--- src/design/fmdd_pkg.sv ---
// ----------------------------------------------------------------------------
// fmdd_pkg
// Shared types and constants for the framed motor direction decoder.
// ----------------------------------------------------------------------------
package fmdd_pkg;

  localparam int NUM_MOTORS = 8;
  // Only the first eight motors have pins on the 16-bit drive word
  localparam int PIN_MOTORS = (NUM_MOTORS < 8) ? NUM_MOTORS : 8;

  localparam int BYTE_W  = 8;
  localparam int DRIVE_W = 16;
  localparam int ID_W    = 5;
  localparam int MIDX_W  = 3;

  localparam logic [BYTE_W-1:0] START_BYTE  = 8'h40;
  localparam logic [BYTE_W-1:0] STOP_BYTE   = 8'h2A;
  localparam logic [BYTE_W-1:0] NACK_BYTE   = 8'h4E;
  localparam logic [BYTE_W-1:0] ID_MASK     = 8'hF8;
  localparam logic [BYTE_W-1:0] SIGN_MASK   = 8'h04;
  localparam logic [BYTE_W-1:0] MAG_HI_MASK = 8'h03;

  localparam logic [1:0] PAIR_OFF = 2'b00;
  localparam logic [1:0] PAIR_R   = 2'b01;
  localparam logic [1:0] PAIR_L   = 2'b10;

  typedef enum logic [2:0] {
    PH_WAIT  = 3'd0,
    PH_COUNT = 3'd1,
    PH_HIGH  = 3'd2,
    PH_LOW   = 3'd3,
    PH_STOP  = 3'd4
  } phase_t;

  typedef enum logic [2:0] {
    OP_NOP    = 3'd0,
    OP_RELOAD = 3'd1,
    OP_ENTRY  = 3'd2,
    OP_COMMIT = 3'd3,
    OP_NACK   = 3'd4
  } op_t;

  typedef struct packed {
    op_t               op;
    logic [MIDX_W-1:0] motor_idx;
    logic [1:0]        pair;
  } cmd_t;

endpackage

--- src/design/fmdd_in_if.sv ---
// ----------------------------------------------------------------------------
// fmdd_in_if
// Byte request channel: valid/ready with one received serial byte.
// ----------------------------------------------------------------------------
interface fmdd_in_if
  import fmdd_pkg::*;
();
  logic              valid;
  logic              ready;
  logic [BYTE_W-1:0] rx_byte;

  modport source (output valid, output rx_byte, input ready);
  modport sink   (input valid, input rx_byte, output ready);
endinterface

--- src/design/fmdd_out_if.sv ---
// ----------------------------------------------------------------------------
// fmdd_out_if
// Result request channel: committed drive pins and reply flags.
// ----------------------------------------------------------------------------
interface fmdd_out_if
  import fmdd_pkg::*;
();
  logic               valid;
  logic               ready;
  logic [DRIVE_W-1:0] drive_pins;
  logic               nack;
  logic               frame_applied;

  modport source (output valid, output drive_pins, output nack, output frame_applied,
                  input ready);
  modport sink   (input valid, input drive_pins, input nack, input frame_applied,
                  output ready);
endinterface

--- src/design/fmdd_front.sv ---
// ----------------------------------------------------------------------------
// fmdd_front
// Frame parser: tracks the frame phase and turns each byte into a command.
// ----------------------------------------------------------------------------
module fmdd_front
  import fmdd_pkg::*;
(
  input  logic              clk,
  input  logic              rst_n,
  input  logic              accept,
  input  logic [BYTE_W-1:0] rx_byte,
  output cmd_t              cmd
);

  phase_t            phase_r, phase_nxt;
  logic [BYTE_W-1:0] entries_left_r, entries_left_nxt;
  logic [BYTE_W-1:0] hi_hold_r, hi_hold_nxt;
  logic [BYTE_W-1:0] entries_dec;

  logic [ID_W-1:0]   ent_id;
  logic              ent_sign;
  logic              ent_mag_nz;

  assign entries_dec = entries_left_r - 8'd1;

  always_comb begin
    phase_nxt        = phase_r;
    entries_left_nxt = entries_left_r;
    hi_hold_nxt      = hi_hold_r;
    case (phase_r)
      PH_COUNT: begin
        entries_left_nxt = rx_byte;
        phase_nxt        = (rx_byte == '0) ? PH_STOP : PH_HIGH;
      end
      PH_HIGH: begin
        hi_hold_nxt = rx_byte;
        phase_nxt   = PH_LOW;
      end
      PH_LOW: begin
        entries_left_nxt = entries_dec;
        phase_nxt        = (entries_dec == '0) ? PH_STOP : PH_HIGH;
      end
      PH_STOP: begin
        if (rx_byte == STOP_BYTE) begin
          phase_nxt = PH_WAIT;
        end else if (rx_byte == START_BYTE) begin
          phase_nxt = PH_COUNT;
        end else begin
          phase_nxt = PH_WAIT;
        end
      end
      default: begin
        phase_nxt = (rx_byte == START_BYTE) ? PH_COUNT : PH_WAIT;
      end
    endcase
  end

  assign ent_id     = ID_W'((hi_hold_r & ID_MASK) >> 3);
  assign ent_sign   = |(hi_hold_r & SIGN_MASK);
  assign ent_mag_nz = (|(hi_hold_r & MAG_HI_MASK)) | (|rx_byte);

  always_comb begin
    cmd.op        = OP_NOP;
    cmd.motor_idx = MIDX_W'(ent_id - 5'd1);
    cmd.pair      = !ent_mag_nz ? PAIR_OFF : (ent_sign ? PAIR_R : PAIR_L);
    case (phase_r)
      PH_COUNT, PH_HIGH: begin
        cmd.op = OP_NOP;
      end
      PH_LOW: begin
        // drop ids with no pins
        if (ent_id != '0 && ent_id <= ID_W'(PIN_MOTORS)) begin
          cmd.op = OP_ENTRY;
        end
      end
      PH_STOP: begin
        cmd.op = (rx_byte == STOP_BYTE) ? OP_COMMIT : OP_NACK;
      end
      default: begin
        if (rx_byte == START_BYTE) begin
          cmd.op = OP_RELOAD;
        end
      end
    endcase
  end

  always_ff @(posedge clk) begin
    if (!rst_n) begin
      phase_r        <= PH_WAIT;
      entries_left_r <= '0;
      hi_hold_r      <= '0;
    end else if (accept) begin
      phase_r        <= phase_nxt;
      entries_left_r <= entries_left_nxt;
      hi_hold_r      <= hi_hold_nxt;
    end
  end

endmodule

--- src/design/fmdd_cmd_queue.sv ---
// ----------------------------------------------------------------------------
// fmdd_cmd_queue
// Two-entry command queue between the parser and the drive back end.
// ----------------------------------------------------------------------------
module fmdd_cmd_queue
  import fmdd_pkg::*;
(
  input  logic clk,
  input  logic rst_n,
  input  logic push,
  input  cmd_t push_cmd,
  output logic full,
  input  logic pop,
  output logic empty,
  output cmd_t pop_cmd
);

  cmd_t       mem [2];
  logic       wr_ptr_r;
  logic       rd_ptr_r;
  logic [1:0] count_r, count_nxt;

  assign full    = (count_r == 2'd2);
  assign empty   = (count_r == 2'd0);
  assign pop_cmd = mem[rd_ptr_r];

  always_comb begin
    count_nxt = count_r;
    if (push && !pop) begin
      count_nxt = count_r + 2'd1;
    end else if (pop && !push) begin
      count_nxt = count_r - 2'd1;
    end
  end

  always_ff @(posedge clk) begin
    if (push) begin
      mem[wr_ptr_r] <= push_cmd;
    end
  end

  always_ff @(posedge clk) begin
    if (!rst_n) begin
      wr_ptr_r <= 1'b0;
      rd_ptr_r <= 1'b0;
      count_r  <= 2'd0;
    end else begin
      if (push) begin
        wr_ptr_r <= ~wr_ptr_r;
      end
      if (pop) begin
        rd_ptr_r <= ~rd_ptr_r;
      end
      count_r <= count_nxt;
    end
  end

endmodule

--- src/design/fmdd_back.sv ---
// ----------------------------------------------------------------------------
// fmdd_back
// Drive back end: applies commands to the pending shadow and committed pins
// and holds one result in an output register.
// ----------------------------------------------------------------------------
module fmdd_back
  import fmdd_pkg::*;
(
  input  logic               clk,
  input  logic               rst_n,
  input  logic               cmd_valid,
  input  cmd_t               cmd,
  output logic               cmd_pop,
  output logic               out_valid,
  input  logic               out_ready,
  output logic [DRIVE_W-1:0] out_drive,
  output logic               out_nack,
  output logic               out_applied
);

  logic [DRIVE_W-1:0] pending_r, pending_nxt;
  logic [DRIVE_W-1:0] committed_r, committed_nxt;
  logic               valid_r;
  logic [DRIVE_W-1:0] drive_r;
  logic               nack_r, nack_nxt;
  logic               applied_r, applied_nxt;

  // advance when the output register is empty or being taken
  assign cmd_pop = cmd_valid && (!valid_r || out_ready);

  always_comb begin
    pending_nxt   = pending_r;
    committed_nxt = committed_r;
    nack_nxt      = 1'b0;
    applied_nxt   = 1'b0;
    case (cmd.op)
      OP_RELOAD: begin
        pending_nxt = committed_r;
      end
      OP_ENTRY: begin
        pending_nxt[{cmd.motor_idx, 1'b0} +: 2] = cmd.pair;
      end
      OP_COMMIT: begin
        committed_nxt = pending_r;
        applied_nxt   = 1'b1;
      end
      OP_NACK: begin
        pending_nxt = committed_r;
        nack_nxt    = 1'b1;
      end
      default: begin
        pending_nxt = pending_r;
      end
    endcase
  end

  always_ff @(posedge clk) begin
    if (!rst_n) begin
      pending_r   <= '0;
      committed_r <= '0;
      valid_r     <= 1'b0;
    end else begin
      if (cmd_pop) begin
        pending_r   <= pending_nxt;
        committed_r <= committed_nxt;
        valid_r     <= 1'b1;
      end else if (out_ready) begin
        valid_r <= 1'b0;
      end
    end
  end

  always_ff @(posedge clk) begin
    if (cmd_pop) begin
      drive_r   <= committed_nxt;
      nack_r    <= nack_nxt;
      applied_r <= applied_nxt;
    end
  end

  assign out_valid   = valid_r;
  assign out_drive   = drive_r;
  assign out_nack    = nack_r;
  assign out_applied = applied_r;

endmodule

--- src/design/framed_motor_direction_decoder.sv ---
// ----------------------------------------------------------------------------
// framed_motor_direction_decoder
// Parses '@' count {hi lo}* '*' frames and commits motor H-bridge directions.
//
//   Channel   Dir  Payload                              Handshake
//   in_byte   in   rx_byte[7:0]                         valid/ready
//   out_res   out  drive_pins[15:0], nack, frame_applied valid/ready
//
// One result per byte. A byte is parsed in the cycle it is taken; its
// command is registered in the queue and its result in the output register;
// one byte per cycle is sustained while results are taken.
// Reset is synchronous; all pins low and the parser waits for '@'.
// A stalled output fills the two-entry command queue, after which
// in_byte.ready drops until a result is taken.
// ----------------------------------------------------------------------------
module framed_motor_direction_decoder
  import fmdd_pkg::*;
(
  input  logic     clk,
  input  logic     rst_n,
  fmdd_in_if.sink  in_byte,
  fmdd_out_if.source out_res
);

  cmd_t front_cmd;
  cmd_t queue_cmd;
  logic queue_full;
  logic queue_empty;
  logic queue_pop;
  logic in_take;

  assign in_byte.ready = !queue_full;
  assign in_take       = in_byte.valid && !queue_full;

  fmdd_front u_front (
    .clk     (clk),
    .rst_n   (rst_n),
    .accept  (in_take),
    .rx_byte (in_byte.rx_byte),
    .cmd     (front_cmd)
  );

  fmdd_cmd_queue u_queue (
    .clk      (clk),
    .rst_n    (rst_n),
    .push     (in_take),
    .push_cmd (front_cmd),
    .full     (queue_full),
    .pop      (queue_pop),
    .empty    (queue_empty),
    .pop_cmd  (queue_cmd)
  );

  fmdd_back u_back (
    .clk         (clk),
    .rst_n       (rst_n),
    .cmd_valid   (!queue_empty),
    .cmd         (queue_cmd),
    .cmd_pop     (queue_pop),
    .out_valid   (out_res.valid),
    .out_ready   (out_res.ready),
    .out_drive   (out_res.drive_pins),
    .out_nack    (out_res.nack),
    .out_applied (out_res.frame_applied)
  );

endmodule

--- src/flat_wrapper.sv ---
// flat-port wrapper written by rule: the top's interface ports become plain ports
module framed_motor_direction_decoder_flat import fmdd_pkg::*;
  (clk, rst_n, in_byte_valid, in_byte_rx_byte, in_byte_ready, out_res_valid, out_res_drive_pins, out_res_nack, out_res_frame_applied, out_res_ready);
  fmdd_in_if in_byte_i ();
  fmdd_out_if out_res_i ();
  input  logic clk;
  input  logic rst_n;
  input wire logic [$bits(in_byte_i.valid)-1:0] in_byte_valid;
  input wire logic [$bits(in_byte_i.rx_byte)-1:0] in_byte_rx_byte;
  output wire logic [$bits(in_byte_i.ready)-1:0] in_byte_ready;
  output wire logic [$bits(out_res_i.valid)-1:0] out_res_valid;
  output wire logic [$bits(out_res_i.drive_pins)-1:0] out_res_drive_pins;
  output wire logic [$bits(out_res_i.nack)-1:0] out_res_nack;
  output wire logic [$bits(out_res_i.frame_applied)-1:0] out_res_frame_applied;
  input wire logic [$bits(out_res_i.ready)-1:0] out_res_ready;
  assign in_byte_i.valid = in_byte_valid;
  assign in_byte_i.rx_byte = in_byte_rx_byte;
  assign in_byte_ready = in_byte_i.ready;
  assign out_res_valid = out_res_i.valid;
  assign out_res_drive_pins = out_res_i.drive_pins;
  assign out_res_nack = out_res_i.nack;
  assign out_res_frame_applied = out_res_i.frame_applied;
  assign out_res_i.ready = out_res_ready;
  framed_motor_direction_decoder u_core (.clk(clk), .rst_n(rst_n), .in_byte(in_byte_i), .out_res(out_res_i));
endmodule
--- config.mk ---
export PLATFORM = sky130hd
export DESIGN_NAME = framed_motor_direction_decoder_flat
export DESIGN_NICKNAME = d
export VERILOG_FILES = /design/src/design/fmdd_pkg.sv /design/src/design/fmdd_in_if.sv /design/src/design/fmdd_out_if.sv /design/src/design/fmdd_front.sv /design/src/design/fmdd_cmd_queue.sv /design/src/design/fmdd_back.sv /design/src/design/framed_motor_direction_decoder.sv /design/src/flat_wrapper.sv
export SDC_FILE = /design/constraint.sdc
export NUM_CORES = 1
export LEC_CHECK = 0
export BUFFER_PORTS_ARGS = -buffer_cell sky130_fd_sc_hd__buf_2
export CORE_MARGIN = 2
export CORE_UTILIZATION = 49
export DETAILED_ROUTE_END_ITERATION = 10
export PLACE_DENSITY = 0.67
export SLEW_MARGIN = 20
export SYNTH_ARGS = -nofsm -noshare
export SYNTH_HDL_FRONTEND = slang
export SYNTH_HIERARCHICAL = 1
export SYNTH_SLANG_ARGS = --single-unit
--- constraint.sdc ---
create_clock -name clk -period 3.78 [get_ports clk]
set_clock_uncertainty 0.2 [all_clocks]
set_input_delay 1.134 -clock clk [delete_from_list [all_inputs] [get_ports clk]]
set_output_delay 1.134 -clock clk [all_outputs]
set_load 0.02 [all_outputs]
== Yosys cells after proc, flatten, opt, wreduce, memory -nomap -nowiden ==
Memories as Yosys holds them, arrays and structs flattened. A register that Yosys moved wholly into a read port is not among the register bits.
Index checks and enable logic that the tools add are counted.
Operators by class
  shift-type cells: 2
  bitwise operators: 3
  reduce and logical (&&, ||, !) cells: 26
  equality and inequality tests: 11
  div/mod/pow operators: 0
  multiplexer cells: 24
  multipliers: 0
  order comparisons: 1
  add/sub/neg operators: 5
Operators with widths (count)
  one-hot mux 16 bit (2 select lines): 1
  bitwise mux 16 bit: 1
  zero test 8 bit: 2
  2-to-1 mux 16 bit: 1
  one-hot mux 8 bit (2 select lines): 1
  variable shift 2 x 6 -> 16 bit (first input constant): 1
  variable part select 2 x 6 -> 16 bit: 1
  == test 3 x 2 -> 1 bit (second input constant): 4
  one-hot mux 3 bit (4 select lines): 1
  2-to-1 mux 1 bit: 10
  2-to-1 mux 2 bit: 5
  2-to-1 mux 3 bit: 3
  one-hot mux 3 bit (3 select lines): 1
  == test 8 x 6 -> 1 bit (second input constant): 1
  == test 8 x 7 -> 1 bit (second input constant): 1
  nonzero test 2 bit: 4
  OR reduction 8 bit: 1
  subtractor 8 x 1 -> 8 bit (second input constant): 1
  == test 3 x 1 -> 1 bit (second input constant): 2
  == test 3 bit (second input constant): 2
  negation 4 -> 6 bit: 1
  AND reduction 2 bit: 3
  OR reduction 2 bit: 3
  <= comparator 5 x 4 -> 1 bit (second input constant): 1
  other kinds (11): 20
Storage, ports and cells
  output and inout bits: 20
  bits in registers: 74
  word-level logic and storage cells: 85
  input bits: 12
  bits in latches: 0
  memories kept: 1
  memory bits (writable): 16
  bits in read-only memories: 0
Memories
  u_core.u_queue.mem: depth 2, bits a word 8, rd ports 1, clocked after Yosys merged registers in 1, wr ports 1, RTL line fmdd_cmd_queue.sv:18  | cmd_t mem [2];

== Depth between registers and ports, before layout ==
  word-level depth: 7
  gate-level depth with buffers: 10
  mapped depth without buffers: 8

== Modules after synthesis ==
The synthesis kept the hierarchy.
Modules (own cells, without submodules)
  fmdd_back: times used 1, cells each 244, area an instance 2453.6 um2, sequential area each 1201.2 um2
  fmdd_front: times used 1, cells each 154, area an instance 1291.2 um2, sequential area each 380.4 um2
  fmdd_cmd_queue: times used 1, cells each 47, area an instance 794.5 um2, sequential area each 580.6 um2
  framed_motor_direction_decoder: times used 1, cells each 3, area an instance 13.8 um2, sequential area each 0.0 um2

== Worst setup path before layout ==
OpenSTA, ideal clock, no wires.
  kind: in2reg
  from: in out_res_ready
  to: reg u_core.u_queue.count_r[1]
  arrival: 2.754 ns
  path buffers: 0
  cell stages on the path: 6
  data required time: 3.510 ns
  setup time: 0.070 ns
  setup slack: 0.756 ns
  cell sequence: nand2b_2 and2_1 inv_1 ha_1 or3_1 a21boi_1
On the way
  cells in the longest elaborated chain, start to end: 5
  elaborated cells on any way between the ends: 7
  classes of those cells: mux (1); reduce/logical (6)
Ends and longest elaborated chain
  from (decl): RTL line flat_wrapper.sv:15  | input wire logic [$bits(out_res_i.ready)-1:0] out_res_ready;
  logical OR 1 bit *: RTL line fmdd_back.sv:29  | assign cmd_pop = cmd_valid && (!valid_r || out_ready);
  logical AND 1 bit *: RTL line fmdd_back.sv:29
  named net u_core.queue_pop: RTL line framed_motor_direction_decoder.sv:29  | logic queue_pop;
  zero test 1 bit: RTL line fmdd_cmd_queue.sv:29  | if (push && !pop) begin
  logical AND 1 bit: RTL line fmdd_cmd_queue.sv:29
  2-to-1 mux 2 bit / nonzero test 2 bit (equally long branches)
  to (signal assigned): RTL line fmdd_cmd_queue.sv:54  | count_r <= count_nxt;
  to (decl): RTL line fmdd_cmd_queue.sv:21  | logic [1:0] count_r, count_nxt;
Mark *: on every way through the listed nets, which the timed path passes. The rest lies on a longest branch.
A chain may end at the register's enable or synchronous reset.

==> metrics.txt <==
worst slew pin tran=1.08 ns; drt wl/cell=15.6 um; largest net degree at the start of global routing=34; Post-CTS Resized=0; Placeable Area=9110 um2; Crit path largest cell delay=0.53 ns; total I/O pin count=32; H-tree levels=3; ANT cells=0; Layout fillers=822; Area Overhead vs Synth=7.78%; #FFs+latches synth=91; startpoint types=flip-flop; CTS tree=yes; max_slew headroom=28.2%; die footprint=10100 um2; vias in the first global route=3109; 1st-pass router iterations=4; final design utilization=53.9%; later-pin clock latency in the skew report=0.36 ns; Slowest-stage cell, CP=dfxtp_1; area leader, netlist=dfxtp_1; EDFF count, synth=34; Mapped Nets=468; CTS sink count=91; post-route ant nets=0; Final Setup Violations=0; Post-CTS Setup Bufs=0; CTS root buffer=clkbuf_8; Peak Freq=0.341 GHz; Reg2Reg Setup Slack=0.85 ns; max-slew violation count=0; Syn Inst Count=448; kind of critical path=flip-flop to flip-flop; R2R cell count=8; CP max FO=8; via/cell ratio=5.70; post-synthesis sequential area ratio=47.5%; Req. time, crit path=3.79 ns; max cap viols=0; library cells used by synthesis=76; mapped cell area=4550 um2; Residual DRC=0; TritonCTS Buffers=9; drt initial violations=85; Final Net Count=486; GP Congestion=0.798; most common cell after layout, fill and taps aside=dfxtp_1; Post-synth ARST share=0%; RSZ-0062 raised after global routing=no; top cells by area, synth=dfxtp_1 25%, edfxtp_1 22%, mux2i_1 5.1%; final hold violations=0; share of layout cells above drive strength 1=17.2%; status=complete, no violations; VDD IR max=0.000256 V; gr ovfl total=0; initial core utilization=50.0%; Die Y=100 um; clock buffer depth=2; commonest non-fill, non-tap cells in the layout=57 x dfxtp_1, 54 x nand2_1, 34 x edfxtp_1; GRT Resource Usage Total=19.0%; clock slew at reported path FFs=0.10 ns; placed insts=566; CP arrival=2.94 ns; syn_area_per_cell=10.2 um2; Worst setup EP type=flip-flop; Synth top area share=25.1%; Core Rows=35; Non-Filler Instances=582; worst r2r dst=u_core/u_back/pending_r[13]; critical-path cell list=mux2_2 > inv_1 > ha_1 > ha_1 > or2_1 > o32a_1 > a2111oi_2 > nor3_1; via count=3315; Final HPWL DP=6.18 mm; Power Density=585 nW/um2; Final Cycle Share=77.5%; first-pass GRT wire length=15.1 mm; crit path time final=2.93 ns; CP dominant cell by count=ha_1; leakage power=1.92 nW; TNS Setup=0 ns; Hold Path Class=flip-flop to flip-flop; routed wire length=9.10 mm; antenna violations before repair=0; most common flop cell mapped by yosys=dfxtp_1; IO Port Bufs=31; CP endpoint=u_core/u_back/pending_r[13]; Hold Buf Count CTS=0; die span in x=100 um; yosys warns=6
metrics by stage:
stage          hold WS (ns)  instance area (um2)  setup WS [ns]  power (mW)
2_1_floorplan         0.266                 4550          0.756        2.02
3_3_place_gp          0.283                 4710          0.857        2.20
3_5_place_dp          0.291                 4710          0.834        2.23
4_1_cts               0.304                 4910          0.827        2.90
5_1_grt               0.359                 4910          0.619        3.03
6_report              0.322                 4910          0.849        2.87
where the power goes:
group          switching [mW]  internal (mW)
Combinational           0.616          0.296
Sequential             0.0790           1.21
Clock                   0.352          0.312
cells by family after synthesis:
| kind of cell | Yosys count | share of synthesized area (%) |
|---|---|---|
| XOR/XNOR | 12 | 3.05 |
| AO/OA/AOI/OAI | 93 | 15.0 |
| multiplexers | 31 | 7.03 |
| AND/OR/NAND/NOR | 170 | 20.4 |
| flip-flops | 91 | 47.5 |
| adder cells (fa/ha/maj) | 8 | 2.20 |
| buffers and inverters | 43 | 4.86 |
cells in the mapped netlist (11+ instances only):
cell,n
dfxtp_1,57
edfxtp_1,34
nand2_1,54
nor3_1,20
buf_2,11
a21oi_1,25
o21ai_0,11
nor2b_1,16
mux2i_1,23
inv_1,15
nor2_1,32
a2111oi_0,14
area by class of cell:
cell class                      instances  area (um2)  share of cell area [%]
Tap cell                              111         139                    2.83
Clock inverter                          6        71.3                    1.45
Timing Repair Buffer                   34         178                    3.62
Multi-Input combinational cell        314        2170                    44.2
Inverter                               16        60.1                    1.22
Sequential cell                        91        2160                    44.1
Clock buffer                           10         128                    2.60
routing by layer:
| layer | part of all wire (%) | track usage (%) | vias to the layer above |
|---|---|---|---|
| met5 | 0 | 0 | - |
| met4 | 1.2 | 5.69 | 0 |
| li1 | - | - | 1654 |
| met2 | 50 | 33.3 | 71 |
| met1 | 46 | 23.1 | 1580 |
| met3 | 3.2 | 4.46 | 10 |
sequential cells by signal (all words and copies together), names as in the netlist, 2 cells and up, named ones only:
register,count
u_core/u_back/committed_r,16
u_core/u_back/out_drive,16
u_core/u_back/pending_r,16
u_core/u_front/entries_left_r,8
u_core/u_front/hi_hold_r,8
u_core/u_front/phase_r,3
u_core/u_queue/count_r,2
u_core/u_queue/mem,16
critical path, delay by kind of cell (launching register included):
kind | cells | cell delay [ns]
AO/OA/AOI/OAI | 2 | 0.71
flip-flops | 1 | 0.53
adder cells (fa/ha/maj) | 2 | 0.45
multiplexers | 1 | 0.42
AND/OR/NAND/NOR | 2 | 0.39
buffers and inverters | 1 | 0.07
worst min path at each step:
stage                                           start  slack (ns)                             to  depth (start not counted)
after global placement      u_core/u_queue/count_r[1]        0.28      u_core/u_queue/count_r[1]                          2
after detailed placement    u_core/u_queue/count_r[1]        0.29      u_core/u_queue/count_r[1]                          2
after global routing      u_core/u_back/pending_r[14]        0.36  u_core/u_back/committed_r[14]                          2
after floorplan             u_core/u_queue/count_r[1]        0.27      u_core/u_queue/count_r[1]                          2
after CTS                   u_core/u_queue/count_r[1]        0.30      u_core/u_queue/count_r[1]                          2
final                       u_core/u_queue/count_r[1]        0.32      u_core/u_queue/count_r[1]                          2
Power figures use the tool's default switching activity.
